$ cat src/rtl/vad_pkg.sv
package vad_pkg;

    // Field and datapath widths.
    localparam int QW   = 16;   // quantized position and octahedral inputs
    localparam int PW   = 17;   // Q1.16 position
    localparam int NW   = 16;   // Q1.14 normal component
    localparam int MW   = 16;   // magnitude of a folded normal component
    localparam int SQW  = 32;   // square of one magnitude
    localparam int SW   = 34;   // sum of three squares
    localparam int LW   = 50;   // running product of candidate and length squared
    localparam int DW   = 68;   // signed remainder of the root search
    localparam int RW   = 15;   // bits of one normalized magnitude
    localparam int NSTG = 15;   // root search stages, one result bit each
    localparam int BW   = 4;    // width of a stage's bit position
    localparam int CW   = 32;   // packed RGBA8 color
    localparam int FW   = 32;   // feature identifier

    // Octahedral scale and the rhs shift that stands for 32768 squared.
    localparam logic [MW-1:0] OCT_D     = 16'hFFFF;
    localparam int            RHS_SHIFT = 30;
    localparam logic [NW-1:0] NORM_ONE  = 16'h4000;

    // Configuration register indexes.
    localparam logic [0:0] CFG_DEFAULT_COLOR = 1'b0;
    localparam logic [0:0] CFG_ALPHA_MODE    = 1'b1;
    localparam logic [CW-1:0] DEFAULT_COLOR_RESET = 32'hFFFF_FFFF;

    typedef struct packed {
        logic [QW-1:0] qpos_x;
        logic [QW-1:0] qpos_y;
        logic [QW-1:0] qpos_z;
        logic          has_position;
        logic [QW-1:0] oct_u;
        logic [QW-1:0] oct_v;
        logic          has_normal;
        logic [CW-1:0] packed_color;
        logic          has_color;
        logic [FW-1:0] feature_in;
        logic          has_feature;
    } t_vtx_in;

    typedef struct packed {
        logic [PW-1:0]        pos_x;
        logic [PW-1:0]        pos_y;
        logic [PW-1:0]        pos_z;
        logic signed [NW-1:0] norm_x;
        logic signed [NW-1:0] norm_y;
        logic signed [NW-1:0] norm_z;
        logic [7:0]           red;
        logic [7:0]           green;
        logic [7:0]           blue;
        logic [7:0]           alpha;
        logic [FW-1:0]        feature_out;
    } t_vtx_out;

    // Everything that rides along beside the normal search.
    typedef struct packed {
        logic          has_normal;
        logic [2:0]    neg;
        logic [PW-1:0] pos_x;
        logic [PW-1:0] pos_y;
        logic [PW-1:0] pos_z;
        logic [7:0]    red;
        logic [7:0]    green;
        logic [7:0]    blue;
        logic [7:0]    alpha;
        logic [FW-1:0] feature_out;
    } t_side;

    // State of the bit-serial root search for the three components.
    typedef struct packed {
        logic [SW-1:0]                s;
        logic [2:0][DW-1:0]           d;
        logic [2:0][LW-1:0]           l;
        logic [2:0][RW-1:0]           n;
    } t_root;

endpackage

$ cat src/rtl/vad_front.sv
module vad_front (
    input  logic              i_clk,
    input  logic              i_rst_n,
    input  logic              i_adv,
    input  logic              i_valid,
    input  vad_pkg::t_vtx_in  i_vtx,
    input  logic [31:0]       i_def_color,
    input  logic              i_alpha_mode,
    output logic              o_valid,
    output vad_pkg::t_side    o_side,
    output vad_pkg::t_root    o_root
);

    logic                             r_vld1, r_vld2, r_vld3;
    logic [2:0][vad_pkg::MW-1:0]      r_mag1;
    logic [2:0][vad_pkg::SQW-1:0]     r_sq2;
    vad_pkg::t_side                   r_side1, r_side2, r_side3;
    vad_pkg::t_root                   r_root3;

    logic signed [18:0]               n_a, n_b;
    logic [vad_pkg::MW-1:0]           n_ma, n_mb;
    logic signed [17:0]               n_c;
    logic [2:0][vad_pkg::MW-1:0]      n_mag;
    logic [2:0]                       n_neg;
    logic [vad_pkg::CW-1:0]           n_col;
    vad_pkg::t_side                   n_side;
    vad_pkg::t_root                   n_root;

    // Octahedral unfold: map to odd values in -D..D and fold the lower half.
    always_comb begin
        n_a  = $signed({2'b00, i_vtx.oct_u, 1'b0}) - $signed({3'b000, vad_pkg::OCT_D});
        n_b  = $signed({2'b00, i_vtx.oct_v, 1'b0}) - $signed({3'b000, vad_pkg::OCT_D});
        n_ma = n_a[18] ? vad_pkg::MW'(-n_a) : vad_pkg::MW'(n_a);
        n_mb = n_b[18] ? vad_pkg::MW'(-n_b) : vad_pkg::MW'(n_b);
        n_c  = $signed({2'b00, vad_pkg::OCT_D}) - $signed({2'b00, n_ma})
             - $signed({2'b00, n_mb});
        if (n_c[17]) begin
            n_mag[0] = vad_pkg::OCT_D - n_mb;
            n_mag[1] = vad_pkg::OCT_D - n_ma;
        end else begin
            n_mag[0] = n_ma;
            n_mag[1] = n_mb;
        end
        n_mag[2] = n_c[17] ? vad_pkg::MW'(-n_c) : vad_pkg::MW'(n_c);
        n_neg    = {n_c[17], n_b[18], n_a[18]};
    end

    // Position scale by 65536/65535 rounds to q plus its top bit; color and id.
    always_comb begin
        n_side.has_normal = i_vtx.has_normal;
        n_side.neg        = n_neg;
        n_side.pos_x = i_vtx.has_position ?
            {1'b0, i_vtx.qpos_x} + vad_pkg::PW'(i_vtx.qpos_x[15]) : '0;
        n_side.pos_y = i_vtx.has_position ?
            {1'b0, i_vtx.qpos_y} + vad_pkg::PW'(i_vtx.qpos_y[15]) : '0;
        n_side.pos_z = i_vtx.has_position ?
            {1'b0, i_vtx.qpos_z} + vad_pkg::PW'(i_vtx.qpos_z[15]) : '0;
        n_col        = i_vtx.has_color ? i_vtx.packed_color : i_def_color;
        n_side.red   = n_col[7:0];
        n_side.green = n_col[15:8];
        n_side.blue  = n_col[23:16];
        n_side.alpha = (i_vtx.has_color && i_alpha_mode) ? 8'hFF - n_col[31:24]
                                                         : n_col[31:24];
        n_side.feature_out = i_vtx.has_feature ? i_vtx.feature_in : '0;
    end

    // Search start: length squared, scaled squares as remainders, empty result.
    always_comb begin
        n_root.s = vad_pkg::SW'(r_sq2[0]) + vad_pkg::SW'(r_sq2[1])
                 + vad_pkg::SW'(r_sq2[2]);
        for (int j = 0; j < 3; j++) begin
            n_root.d[j] = vad_pkg::DW'({r_sq2[j], {vad_pkg::RHS_SHIFT{1'b0}}});
            n_root.l[j] = '0;
            n_root.n[j] = '0;
        end
    end

    // Valid bits of the three front stages.
    always_ff @(posedge i_clk) begin
        if (!i_rst_n) begin
            r_vld1 <= 1'b0;
            r_vld2 <= 1'b0;
            r_vld3 <= 1'b0;
        end else if (i_adv) begin
            r_vld1 <= i_valid;
            r_vld2 <= r_vld1;
            r_vld3 <= r_vld2;
        end
    end

    // Payload of the three front stages, with squaring in the middle one.
    always_ff @(posedge i_clk) begin
        if (i_adv) begin
            r_mag1  <= n_mag;
            r_side1 <= n_side;
            for (int j = 0; j < 3; j++) begin
                r_sq2[j] <= r_mag1[j] * r_mag1[j];
            end
            r_side2 <= r_side1;
            r_root3 <= n_root;
            r_side3 <= r_side2;
        end
    end

    assign o_valid = r_vld3;
    assign o_side  = r_side3;
    assign o_root  = r_root3;

endmodule

$ cat config.mk
export PLATFORM = sky130hd
export DESIGN_NAME = vad_front
export DESIGN_NICKNAME = d
export VERILOG_FILES = /design/src/rtl/vad_pkg.sv /design/src/rtl/vad_front.sv
export SDC_FILE = /design/constraint.sdc
export NUM_CORES = 2
export LEC_CHECK = 0
export BUFFER_PORTS_ARGS = -buffer_cell sky130_fd_sc_hd__buf_4
export CAP_MARGIN = 15
export CORE_MARGIN = 8
export CORE_UTILIZATION = 35
export CTS_BUF_LIST = sky130_fd_sc_hd__clkbuf_4 sky130_fd_sc_hd__clkbuf_8 sky130_fd_sc_hd__clkbuf_16
export DETAILED_ROUTE_END_ITERATION = 16
export PLACE_DENSITY = 0.57
export SYNTH_ARGS = -nofsm -noshare
export SYNTH_HDL_FRONTEND = slang
export SYNTH_SLANG_ARGS = --single-unit
$ cat constraint.sdc
create_clock -name i_clk -period 7.1 [get_ports i_clk]
set_input_delay 1.42 -clock i_clk [delete_from_list [all_inputs] [get_ports i_clk]]
set_output_delay 1.42 -clock i_clk [all_outputs]
set_load 0.005 [all_outputs]
==> flow_summary.toml <==
[run_status]
outcome = "complete, no violations"

[grt]
grt_pass1_vias = 31090
antenna_found_initial = 12
grt_overflow_total = 0
track_usage_pct = 17.37
grt_max_degree = 174
grt_pass1_wl_um = 200900

[cts]
post-cts-setup-buffers = 0
cts_sinks = 620
cts_root_buffer = "clkbuf_16"
htree_num_levels = 3
cts_resized = 0
clockBufferDepth = 3
cts_tree = "built"
cts_buffers = 70
insertion_delay_ps = 670
clkTransAtPathRegs_ps = 60
cts_hold_buf = 0

[timing]
slew_viol_final = 0
tightest_slew_ps = 1061
period_share_pct = 94.67
fmax_mhz = 148.8
tns_ps = 0
final-setup-viol-count = 0
clock_skew_ps = 33.52
rsz0062_at_grt = "no"
post-route-min-period_ps = 6722
hold_viol_final = 0
relSlewSlack_pct = 29.30

[critical_path]
cp_data_arrival_time_ps = 7170
crit_start = "r_mag1[6]"
cp-start-kind = "register"
endpoint_kind = "register"
rr_startpoint = "r_mag1[6]"
crit_path_max_fanout = 17
crit_type = "register to register"
worstPathRequired_ps = 7550

[layout]
fin_nets = 5763
area_growth_pct = 13.54
drive_gt1_share_pct = 14.23
final_util_pct = 39.89

[route]
vias = 30052
dr.pass1.iters = 5
drtIter0Drc = 1816
drc = 0
wl_met1_um = 61450
ant_nets = 0
wl_per_cell_um = 20.48
wl_met2_um = 62780
dr.max_layer_used = "met4"
via_per_inst = 4.528
met3_length_um = 9123
wl_um = 135900

[synth]
ys_seq_area_share_pct = 38.01
synth_area_leader_cell = "edfxtp_1"
synth_adder_area_share_pct = 30.27
synth_top_family_by_area = "adder cells"
synth_compound_area_share_pct = 5.815
ys_async_sr_fraction_pct = 0
synth_xor_area_share_pct = 4.262
synthSimpleGateAreaFrac_pct = 8.080
ys_seq_elements = 620
synth_area_sq_um = 48900
synthCells = 4278
synth_cell_types = 79
synth_edf_count = 617
synth.avg_cell_area_sq_um = 11.43
yosys-top-cells-area = "edfxtp_1 38%, fa_1 21%, ha_1 9.0%, inv_1 6.2%, buf_4 4.8%"
muxShareOfSynthArea_pct = 1.494
synth_top_area_share_pct = 37.89
ys.flop_type = "edfxtp_1"
yosys_warnings = 0

[die]
die_w_um = 389.8
design.die.area_sq_um = 151900
start_util_pct = 35.14
die_height_um = 389.8
core-area_sq_um = 139200
io_pins = 738
row_count = 137

[job]
max_cap_violations = 0

[placement]
portBuffers = 429
dp_hpwl_um = 112300
place_congestion = 0.8851

[min_path]
min-delay-path-class = "register to register"
worstHoldStart = "r_side1[65]"
[path summary, 6_finish.rpt]
check                end  cells past startpoint  slack [ps]
max reg2reg  n_root[256]                     18         380
min reg2reg  r_side2[65]                      0         400
min          r_side2[65]                      0         400
max          n_root[256]                     18         380
[state kept, by name, summed over array words and instances (netlist names)]
signal   count
n_root      91
o_root     123
o_side     119
o_valid      1
r_mag1      46
r_side1    119
r_side2    119
r_vld1       1
r_vld2       1
[through the flow]
stage | area [sq um] | setup WS (ps) | hold WS (ps) | cells
after floorplan | 50050 | 662.9 | 400.3 | 4584
after global placement | 53220 | 466.1 | 400.2 | 6511
after global routing | 55520 | 72.80 | 406.0 | 6633
final | 55530 | 378.3 | 398.9 | 6637
after CTS | 55520 | 385.9 | 399.3 | 6633
after detailed placement | 53220 | 348.0 | 404.5 | 6511
[layout make-up]
type	instances	area, sq um
repair buffers	483	3671
flip-flops and latches	620	18590
fillers	13521	83660
clock buffers	92	1929
clock inverters	30	364.1
well taps	1876	2347
diodes	4	10.01
inverters	812	3048
multi-input cells	2720	25570
[Yosys cell counts (69+ instances only)]
master	instances
inv_1	810
edfxtp_1	617
fa_1	520
ha_1	351
buf_4	310
nand2_1	290
and2_1	186
xnor2_1	148
nor2_1	138
a21oi_1	130
clkbuf_1	106
xor2_1	90
o21ai_0	72
a21o_1	69
[cells in the final DEF (no fill, tap or decap), types with 23 or more instances in the layout]
cell	count
xnor2_1	148
nand4_1	23
fa_1	520
nand2_1	290
conb_1	308
inv_1	810
buf_4	479
nand3_1	57
mux2_2	32
nor2_1	138
a21oi_1	130
xor2_1	90
o21ai_0	72
a21o_1	69
and2_1	186
clkbuf_16	70
ha_1	351
edfxtp_1	617
and3_1	36
[cell families after synthesis]
family | Yosys count
other | 2
and+or+nand+nor | 810
DFF | 620
buffers and inverters | 1244
xor gates and xnor gates | 238
AOI/OAI and AO/OA | 429
adders and majority gates | 871
muxes | 64
[layer usage]
metal / up-vias / global-route usage [%]
met3: 119 / 3.525
met5: - / 0
met4: 0 / 3.514
li1: 14097 / -
met1: 14955 / 24.03
met2: 881 / 28.41
[worst max-delay path: stages (launching register included)]
cell and delay (ps):
edfxtp_1 810, nand2_1 230, fa_1 560, inv_1 50, fa_1 470, fa_1 520, fa_1 520, fa_1 580
inv_1 70, fa_1 530, inv_1 50, ha_1 400, and4_4 250, and4_1 190, a311o_1 310, a41o_1 260
a31o_2 270, mux2i_1 130, a2111oi_2 330
Power is not shown: default switching activity piles up to over one toggle a cycle in this logic, so the estimate is an artifact.
